<file path="config.mk">
export PLATFORM = sky130hd
export DESIGN_NAME = chunked_body_decoder_unit
export DESIGN_NICKNAME = d
export VERILOG_FILES = /design/src/hw/rtl/cbd_pkg.sv /design/src/hw/rtl/chunked_body_decoder_unit.sv
export SDC_FILE = /design/constraint.sdc
export NUM_CORES = 1
export LEC_CHECK = 0
export BUFFER_PORTS_ARGS = -buffer_cell sky130_fd_sc_hd__buf_4
export CELL_PAD_IN_SITES_DETAIL_PLACEMENT = 0
export CELL_PAD_IN_SITES_GLOBAL_PLACEMENT = 1
export CORE_ASPECT_RATIO = 0.75
export CORE_UTILIZATION = 48
export CTS_CLUSTER_DIAMETER = 150
export DETAILED_ROUTE_END_ITERATION = 8
export GPL_TIMING_DRIVEN = 0
export HOLD_SLACK_MARGIN = 0.1
export PLACE_DENSITY = 0.76
export SLEW_MARGIN = 20
export SYNTH_ARGS = -nofsm -noshare
export SYNTH_HDL_FRONTEND = slang
export SYNTH_SLANG_ARGS = --single-unit
</file>
<file path="constraint.sdc">
create_clock -name i_clk -period 15.1 [get_ports i_clk]
set_input_delay 4.53 -clock i_clk [delete_from_list [all_inputs] [get_ports i_clk]]
set_output_delay 4.53 -clock i_clk [all_outputs]
set_load 0.01 [all_outputs]
</file>
<file path="src/hw/rtl/cbd_pkg.sv">
// cbd_pkg: shared types, result codes and character constants for the
// chunked body decoder. No dependencies.
`timescale 1ns / 1ps
`default_nettype none

package cbd_pkg;

    // result kinds
    localparam logic [1:0] KIND_PAYLOAD = 2'd0;
    localparam logic [1:0] KIND_DONE    = 2'd1;
    localparam logic [1:0] KIND_REJECT  = 2'd2;

    // error codes
    localparam logic [1:0] ERR_NONE      = 2'd0;
    localparam logic [1:0] ERR_MALFORMED = 2'd1;
    localparam logic [1:0] ERR_TOO_LARGE = 2'd2;

    // framing characters
    localparam logic [7:0] CH_CR = 8'h0D;
    localparam logic [7:0] CH_LF = 8'h0A;
    localparam logic [7:0] CH_SP = 8'h20;

    // body limit after reset
    localparam logic [31:0] MAX_BODY_RESET = 32'd1048576;

    // one result word
    typedef struct packed {
        logic [1:0]  kind;
        logic [7:0]  payload_byte;
        logic [1:0]  error_code;
        logic [31:0] decoded_length;
    } t_result;

    // all results caused by one input word
    typedef struct packed {
        logic    two;
        t_result first;
        t_result second;
    } t_result_pair;

    // decoded hex character
    typedef struct packed {
        logic       ok;
        logic [3:0] val;
    } t_hex;

    function automatic t_hex hex_digit(input logic [7:0] c);
        t_hex h;
        h.ok  = 1'b1;
        h.val = 4'd0;
        if (c >= 8'h30 && c <= 8'h39) begin
            h.val = 4'(c - 8'h30);
        end else if (c >= 8'h61 && c <= 8'h66) begin
            h.val = 4'(c - 8'h61 + 8'd10);
        end else if (c >= 8'h41 && c <= 8'h46) begin
            h.val = 4'(c - 8'h41 + 8'd10);
        end else begin
            h.ok = 1'b0;
        end
        return h;
    endfunction

endpackage

`default_nettype wire

</file>
<file path="src/hw/rtl/chunked_body_decoder_unit.sv">
// chunked_body_decoder_unit: de-chunks a raw body stream, one byte per word.
// Depends on cbd_pkg for result types, codes and the hex digit decoder.
//
// Usage
//   Input channel (i_in_valid / o_in_stall) carries one raw body byte and an
//   end-of-body flag per word. Output channel (o_out_valid / i_out_stall)
//   carries one result per word: a payload byte, a finish verdict with the
//   decoded length, or a reject verdict with an error code. o_run_end marks
//   the last result caused by one input byte. The config channel
//   (i_cfg_valid / o_cfg_ready) writes the maximum raw body size; it is
//   always ready and should be written only while the block is idle.
//   Path: an accepted byte is held in the input register, then decoded
//   into a two-entry result queue, which offers its results on the output
//   channel. Throughput: one byte per cycle while each byte gives at most
//   one result and the receiver does not stall; a byte that gives two
//   results (data byte plus early end of body) sends them one after the
//   other, paced by the single output port.
//   Reset clears the decoder to the start of a body, empties the queue and
//   sets the limit to 1048576 bytes. While the receiver stalls, results wait
//   in the queue and the input stalls once the queue holds two entries.
`timescale 1ns / 1ps
`default_nettype none

module chunked_body_decoder_unit #(
    parameter int SIZE_BITS = 32
) (
    input  wire         i_clk,
    input  wire         i_rst_n,
    // input words
    input  wire         i_in_valid,
    output logic        o_in_stall,
    input  wire  [7:0]  i_raw_byte,
    input  wire         i_end_of_body,
    // result words
    output logic        o_out_valid,
    input  wire         i_out_stall,
    output logic [1:0]  o_kind,
    output logic [7:0]  o_payload_byte,
    output logic [1:0]  o_error_code,
    output logic [31:0] o_decoded_length,
    output logic        o_run_end,
    // config write
    input  wire         i_cfg_valid,
    output logic        o_cfg_ready,
    input  wire  [31:0] i_cfg_data
);

    typedef enum logic [1:0] {
        PH_SIZE,
        PH_DATA,
        PH_CR,
        PH_LF
    } t_phase;

    // input register
    logic       r_in_valid;
    logic [7:0] r_in_byte;
    logic       r_in_eob;

    // config register
    logic [31:0] r_max;

    // decoder state
    t_phase               r_phase, n_phase;
    logic [SIZE_BITS-1:0] r_size_accum, n_size_accum;
    logic [SIZE_BITS-1:0] r_bytes_left, n_bytes_left;
    logic [32:0]          r_raw_count, n_raw_count;
    logic [31:0]          r_out_count, n_out_count;
    logic                 r_digit_seen, n_digit_seen;
    logic                 r_digits_closed, n_digits_closed;
    logic                 r_cr_pending, n_cr_pending;
    logic                 r_verdict_sent, n_verdict_sent;

    // result queue
    cbd_pkg::t_result_pair r_q [2];
    logic                  r_q_head;
    logic                  r_q_tail;
    logic [1:0]            r_q_count;
    logic                  r_q_sel;

    logic                  proc;
    logic                  in_acc;
    logic                  out_acc;
    logic                  push;
    cbd_pkg::t_result_pair n_pair;
    cbd_pkg::t_result_pair head_pair;
    cbd_pkg::t_hex         hex;

    assign proc        = r_in_valid && (r_q_count < 2'd2);
    assign o_in_stall  = r_in_valid && !proc;
    assign in_acc      = i_in_valid && !o_in_stall;
    assign o_cfg_ready = 1'b1;
    assign hex         = cbd_pkg::hex_digit(r_in_byte);

    // input register
    always_ff @(posedge i_clk) begin
        if (!i_rst_n) begin
            r_in_valid <= 1'b0;
        end else if (in_acc) begin
            r_in_valid <= 1'b1;
        end else if (proc) begin
            r_in_valid <= 1'b0;
        end
        if (in_acc) begin
            r_in_byte <= i_raw_byte;
            r_in_eob  <= i_end_of_body;
        end
    end

    // config register
    always_ff @(posedge i_clk) begin
        if (!i_rst_n) begin
            r_max <= cbd_pkg::MAX_BODY_RESET;
        end else if (i_cfg_valid && o_cfg_ready) begin
            r_max <= i_cfg_data;
        end
    end

    // decode one byte against the current state
    always_comb begin
        n_phase         = r_phase;
        n_size_accum    = r_size_accum;
        n_bytes_left    = r_bytes_left;
        n_raw_count     = r_raw_count;
        n_out_count     = r_out_count;
        n_digit_seen    = r_digit_seen;
        n_digits_closed = r_digits_closed;
        n_cr_pending    = r_cr_pending;
        n_verdict_sent  = r_verdict_sent;
        n_pair          = '0;
        push            = 1'b0;

        if (!r_verdict_sent) begin
            if (!r_raw_count[32]) begin
                n_raw_count = r_raw_count + 33'd1;
            end
            if (n_raw_count > {1'b0, r_max}) begin
                push                       = 1'b1;
                n_pair.first.kind          = cbd_pkg::KIND_REJECT;
                n_pair.first.error_code    = cbd_pkg::ERR_TOO_LARGE;
                n_pair.first.decoded_length = r_out_count;
                n_verdict_sent             = 1'b1;
            end else begin
                unique case (r_phase)
                    PH_SIZE: begin
                        if (r_cr_pending && r_in_byte == cbd_pkg::CH_LF) begin
                            n_cr_pending = 1'b0;
                            if (!r_digit_seen) begin
                                push                        = 1'b1;
                                n_pair.first.kind           = cbd_pkg::KIND_REJECT;
                                n_pair.first.error_code     = cbd_pkg::ERR_MALFORMED;
                                n_pair.first.decoded_length = r_out_count;
                                n_verdict_sent              = 1'b1;
                            end else if (r_size_accum == '0) begin
                                push                        = 1'b1;
                                n_pair.first.kind           = cbd_pkg::KIND_DONE;
                                n_pair.first.decoded_length = r_out_count;
                                n_verdict_sent              = 1'b1;
                            end else begin
                                n_bytes_left    = r_size_accum;
                                n_phase         = PH_DATA;
                                n_size_accum    = '0;
                                n_digit_seen    = 1'b0;
                                n_digits_closed = 1'b0;
                            end
                        end else begin
                            n_cr_pending = (r_in_byte == cbd_pkg::CH_CR);
                            if (!r_digits_closed) begin
                                if (hex.ok) begin
                                    // size would not fit in SIZE_BITS
                                    if (r_size_accum[SIZE_BITS-1 -: 4] != 4'd0) begin
                                        push                    = 1'b1;
                                        n_pair.first.kind       = cbd_pkg::KIND_REJECT;
                                        n_pair.first.error_code = cbd_pkg::ERR_MALFORMED;
                                        n_pair.first.decoded_length = r_out_count;
                                        n_verdict_sent          = 1'b1;
                                    end else begin
                                        n_size_accum = {r_size_accum[SIZE_BITS-5:0], hex.val};
                                        n_digit_seen = 1'b1;
                                    end
                                end else if (!(r_in_byte == cbd_pkg::CH_SP && !r_digit_seen))
                                begin
                                    n_digits_closed = 1'b1;
                                end
                            end
                        end
                    end
                    PH_DATA: begin
                        push                      = 1'b1;
                        n_pair.first.kind         = cbd_pkg::KIND_PAYLOAD;
                        n_pair.first.payload_byte = r_in_byte;
                        if (r_out_count != 32'hFFFF_FFFF) begin
                            n_out_count = r_out_count + 32'd1;
                        end
                        n_bytes_left = r_bytes_left - SIZE_BITS'(1);
                        if (r_bytes_left == SIZE_BITS'(1)) begin
                            n_phase = PH_CR;
                        end
                    end
                    PH_CR: begin
                        if (r_in_byte == cbd_pkg::CH_CR) begin
                            n_phase = PH_LF;
                        end else begin
                            push                        = 1'b1;
                            n_pair.first.kind           = cbd_pkg::KIND_REJECT;
                            n_pair.first.error_code     = cbd_pkg::ERR_MALFORMED;
                            n_pair.first.decoded_length = r_out_count;
                            n_verdict_sent              = 1'b1;
                        end
                    end
                    PH_LF: begin
                        if (r_in_byte == cbd_pkg::CH_LF) begin
                            n_phase = PH_SIZE;
                        end else begin
                            push                        = 1'b1;
                            n_pair.first.kind           = cbd_pkg::KIND_REJECT;
                            n_pair.first.error_code     = cbd_pkg::ERR_MALFORMED;
                            n_pair.first.decoded_length = r_out_count;
                            n_verdict_sent              = 1'b1;
                        end
                    end
                    default: begin
                        n_phase = PH_SIZE;
                    end
                endcase
            end

            // body ended before any verdict
            if (!n_verdict_sent && r_in_eob) begin
                if (push) begin
                    n_pair.two                   = 1'b1;
                    n_pair.second.kind           = cbd_pkg::KIND_REJECT;
                    n_pair.second.error_code     = cbd_pkg::ERR_MALFORMED;
                    n_pair.second.decoded_length = n_out_count;
                end else begin
                    push                        = 1'b1;
                    n_pair.first.kind           = cbd_pkg::KIND_REJECT;
                    n_pair.first.error_code     = cbd_pkg::ERR_MALFORMED;
                    n_pair.first.decoded_length = n_out_count;
                end
                n_verdict_sent = 1'b1;
            end
        end

        // start of the next body
        if (r_in_eob) begin
            n_phase         = PH_SIZE;
            n_size_accum    = '0;
            n_bytes_left    = '0;
            n_raw_count     = '0;
            n_out_count     = '0;
            n_digit_seen    = 1'b0;
            n_digits_closed = 1'b0;
            n_cr_pending    = 1'b0;
            n_verdict_sent  = 1'b0;
        end
    end

    // decoder state
    always_ff @(posedge i_clk) begin
        if (!i_rst_n) begin
            r_phase         <= PH_SIZE;
            r_size_accum    <= '0;
            r_bytes_left    <= '0;
            r_raw_count     <= '0;
            r_out_count     <= '0;
            r_digit_seen    <= 1'b0;
            r_digits_closed <= 1'b0;
            r_cr_pending    <= 1'b0;
            r_verdict_sent  <= 1'b0;
        end else if (proc) begin
            r_phase         <= n_phase;
            r_size_accum    <= n_size_accum;
            r_bytes_left    <= n_bytes_left;
            r_raw_count     <= n_raw_count;
            r_out_count     <= n_out_count;
            r_digit_seen    <= n_digit_seen;
            r_digits_closed <= n_digits_closed;
            r_cr_pending    <= n_cr_pending;
            r_verdict_sent  <= n_verdict_sent;
        end
    end

    // result queue output side
    assign head_pair   = r_q[r_q_head];
    assign o_out_valid = (r_q_count != 2'd0);
    assign out_acc     = o_out_valid && !i_out_stall;

    always_comb begin
        if (r_q_sel) begin
            o_kind           = head_pair.second.kind;
            o_payload_byte   = head_pair.second.payload_byte;
            o_error_code     = head_pair.second.error_code;
            o_decoded_length = head_pair.second.decoded_length;
            o_run_end        = 1'b1;
        end else begin
            o_kind           = head_pair.first.kind;
            o_payload_byte   = head_pair.first.payload_byte;
            o_error_code     = head_pair.first.error_code;
            o_decoded_length = head_pair.first.decoded_length;
            o_run_end        = !head_pair.two;
        end
    end

    // result queue pointers and storage
    always_ff @(posedge i_clk) begin
        if (!i_rst_n) begin
            r_q_head  <= 1'b0;
            r_q_tail  <= 1'b0;
            r_q_count <= 2'd0;
            r_q_sel   <= 1'b0;
        end else begin
            if (proc && push) begin
                r_q_tail <= !r_q_tail;
            end
            if (out_acc) begin
                if (!r_q_sel && head_pair.two) begin
                    r_q_sel <= 1'b1;
                end else begin
                    r_q_sel  <= 1'b0;
                    r_q_head <= !r_q_head;
                end
            end
            r_q_count <= r_q_count + 2'((proc && push) ? 1 : 0)
                       - 2'((out_acc && (r_q_sel || !head_pair.two)) ? 1 : 0);
        end
        if (proc && push) begin
            r_q[r_q_tail] <= n_pair;
        end
    end

endmodule

`default_nettype wire

</file>
==> results.py <==
metrics = {
    "clock_network": {
        "clk_latency_ns": 0.54,
        "numCtsBuffers": 36,
        "cts_tree": "built",
        "cts_resized": 0,
        "ctsLongestPathBuffers": 3,
        "cts_hold_buf": 0,
        "post_cts_buffers": 0,
        "ctsHtreeMaxLevel": 2,
        "cts-root-buf": "clkbuf_16",
        "clock-sinks": 337,
        "clkTransAtPathRegs_ns": 0.06,
    },
    "power": {
        "seq_power_share_pct": 46.0,
        "clkPwrFrac_pct": 41.8,
        "comb_power_share_pct": 12.3,
        "power_leakage_nw": 6.96,
        "p_sw_share_pct": 25.3,
        "internal_power_mw": 1.62,
        "vdd_ir_drop_max_mv": 0.0794,
        "power.switching_mw": 0.548,
        "powerDensity_mw_per_mm2": 111,
    },
    "drt": {
        "avgViaCountPerCell": 6.13,
        "drtIter0Drc": 1317,
        "routedWlPerCell_um": 22.0,
        "wl_um": 50600,
        "vias": 14100,
        "first_pass_iters": 7,
        "ant_nets": 0,
        "drc": 0,
    },
    "sta": {
        "finalMaxSlewViolations": 0,
        "setup_viol": 0,
        "fin_crit_sh_pct": 53.7,
        "finalHoldViolCount": 0,
        "relSlewSlack_pct": 28.6,
        "rsz0062_at_grt": "false",
        "max_freq_ghz": 0.123,
        "worst-slew-pin-transition_ns": 1.06,
        "skew_ns": 0.0228,
        "period_minus_slack_ns": 8.12,
        "finalSetupTns_ns": 0,
    },
    "place": {
        "hpwl_um": 36300,
        "dp.cells": 2237,
        "gp_congestion": 0.941,
        "port_buffers": 90,
    },
    "run": {
        "maxCapViolCount": 0,
    },
    "synth": {
        "ys_seq_area_share_pct": 49.3,
        "synth_ff_type": "dfxtp_1",
        "postSynthCellCount": 1684,
        "synth_cell_types": 81,
        "avgSynthCellArea_um2": 10.1,
        "async_flop_share_pct": 0,
        "synth_edf_count": 163,
        "yosys_register_bits": 337,
        "netlist_area_mm2": 0.0170,
        "synth.yosys.warnings": 0,
        "synth_fp_nets": 1776,
    },
    "critical_path": {
        "endpoint": "o_error_code[1]",
        "cp.arrival_ns": 3.59,
        "r2r_start": "r_raw_count[5]",
        "crit_type": "reg2out",
        "r2r_cells": 18,
        "r2r_end": "r_q[0][36]",
        "cp-end-kind": "output port",
        "crit_fanout": 10,
        "cp-start-kind": "register",
        "regToRegSetupSlack_ns": 8.05,
        "cp.required_ns": 10.57,
    },
    "finish": {
        "diodes": 0,
        "final_cells": 2301,
        "drive_above_1_share_pct": 11.9,
        "nNetsFinal": 1910,
        "layout_commonest_cell": "dfxtp_1",
        "n_fill_cell": 3097,
        "layout-area-overhead-vs-synth_pct": 15.4,
        "final_util_pct": 56.4,
        "final_cell_mix": "dfxtp_1 (174), edfxtp_1 (163), nor2_1 (161), a21oi_1 (110), nand2_1 (100)",
    },
    "floorplan": {
        "die_h_um": 165,
        "num_rows": 59,
        "initial_core_util_pct": 48.9,
        "core_mm2": 0.0348,
        "die-width_um": 219,
        "boundaryPins": 94,
        "dieArea_mm2": 0.0362,
    },
    "global_routing": {
        "grt_pass1_vias": 13100,
        "overflow": 0,
        "antenna_found_initial": 0,
        "grt_usage_pct": 28.0,
        "grt_pass1_wl_um": 77000,
        "grt_max_degree": 26,
    },
    "hold_path": {
        "hold_class": "reg2reg",
        "hp-start": "r_bytes_left[12]",
    },
    "run_status": {
        "status": "finished clean",
    },
}
critical path: stages (launching register included):
cell and delay [ns]:
dfxtp_1 0.36, buf_1 0.77, buf_1 0.68, clkbuf_1 0.60
mux2i_1 0.39, nor2_1 0.08, buf_4 0.15
power groups by stage:
stage	registers, mW	logic, mW	clock network [mW]
2_1_floorplan	1.01	0.159	0
3_3_place_gp	1.02	0.257	0
3_5_place_dp	1.02	0.264	0
4_1_cts	0.996	0.265	0.917
5_1_grt	0.999	0.289	0.955
6_report	0.997	0.266	0.906
synthesized netlist by cell type (15+ instances only):
cell type  number  share of area, %
nand2_1       100               2.2
a22oi_1        23               1.0
a22o_1         32               1.6
inv_1          77               1.7
xnor2_1        37               1.9
edfxtp_1      163                29
clkbuf_1       87               1.9
nand3_1        45               1.3
ha_1           46               3.4
nor3_1         40               1.2
buf_1          16              0.35
mux2i_1        49               2.9
a21oi_1       110               3.2
nand4_1        42               1.5
and3_1         27              0.99
nor2_1        163               3.6
or3_1          34               1.3
o21ai_0        79               2.3
nor4_1         25              0.92
o31ai_1        15              0.66
dfxtp_1       174                20
mux4_2         32               4.2
o211ai_1       17              0.75
xor2_1         26               1.3
a31oi_1        38               1.4
metal layers:
| metal | global-route usage (%) | wire length (um) | part of all wire, % |
|---|---|---|---|
| met3 | 5.19 | 4500 | 8.9 |
| met1 | 43.0 | 24100 | 48 |
| met4 | 6.88 | 1030 | 2.0 |
| met5 | 0 | 0 | 0 |
| met2 | 40.2 | 21000 | 41 |
flip-flops by register name (all words and copies together), names as in the netlist, 2 cells and up, named ones only:
name	cells
r_q	154
r_raw_count	33
r_bytes_left	32
r_max	32
r_out_count	32
r_size_accum	32
r_in_byte	8
r_phase	2
r_q_count	2
how the worst min path moves through the flow:
| stage | end | cells past startpoint |
|---|---|---|
| CTS | r_bytes_left[12] | 2 |
| finish | r_bytes_left[12] | 2 |
| detailed placement | r_bytes_left[12] | 2 |
| floorplan | r_bytes_left[23] | 2 |
| global route | r_bytes_left[12] | 2 |
| global placement | r_bytes_left[23] | 2 |
through the flow:
stage	setup WS (ns)	hold WS, ns	total power [mW]	instance area (um2)
after global placement	3.83	0.469	1.27	18200
after CTS	6.93	0.486	2.18	19600
after detailed placement	7.50	0.478	1.28	18400
final	6.98	0.486	2.17	19600
after floorplan	7.10	0.450	1.17	17000
after global routing	6.74	0.507	2.24	19600
area by class of cell:
| class | instances | area (um2) | share of cell area (%) |
|---|---|---|---|
| Clock buffer | 50 | 1040 | 5.28 |
| Multi-Input combinational cell | 1153 | 7890 | 40.2 |
| Inverter | 79 | 297 | 1.51 |
| Tap cell | 457 | 572 | 2.92 |
| Timing Repair Buffer | 96 | 818 | 4.17 |
| Buffer | 115 | 463 | 2.36 |
| Sequential cell | 337 | 8380 | 42.7 |
| Clock inverter | 14 | 158 | 0.804 |
kinds of logic (layout without fill, tap and decap cells):
family	Yosys count	in the layout	synth area share [%]
other	1	1	0.0221
muxes	82	82	7.19
adders and majority gates	46	46	3.39
AOI/OAI and AO/OA	407	407	15.7
DFF	337	337	49.3
buffers and inverters	194	354	4.47
and+or+nand+nor	554	554	16.7
xor gates and xnor gates	63	63	3.25
No activity file was read; power rests on OpenSTA's default activity.
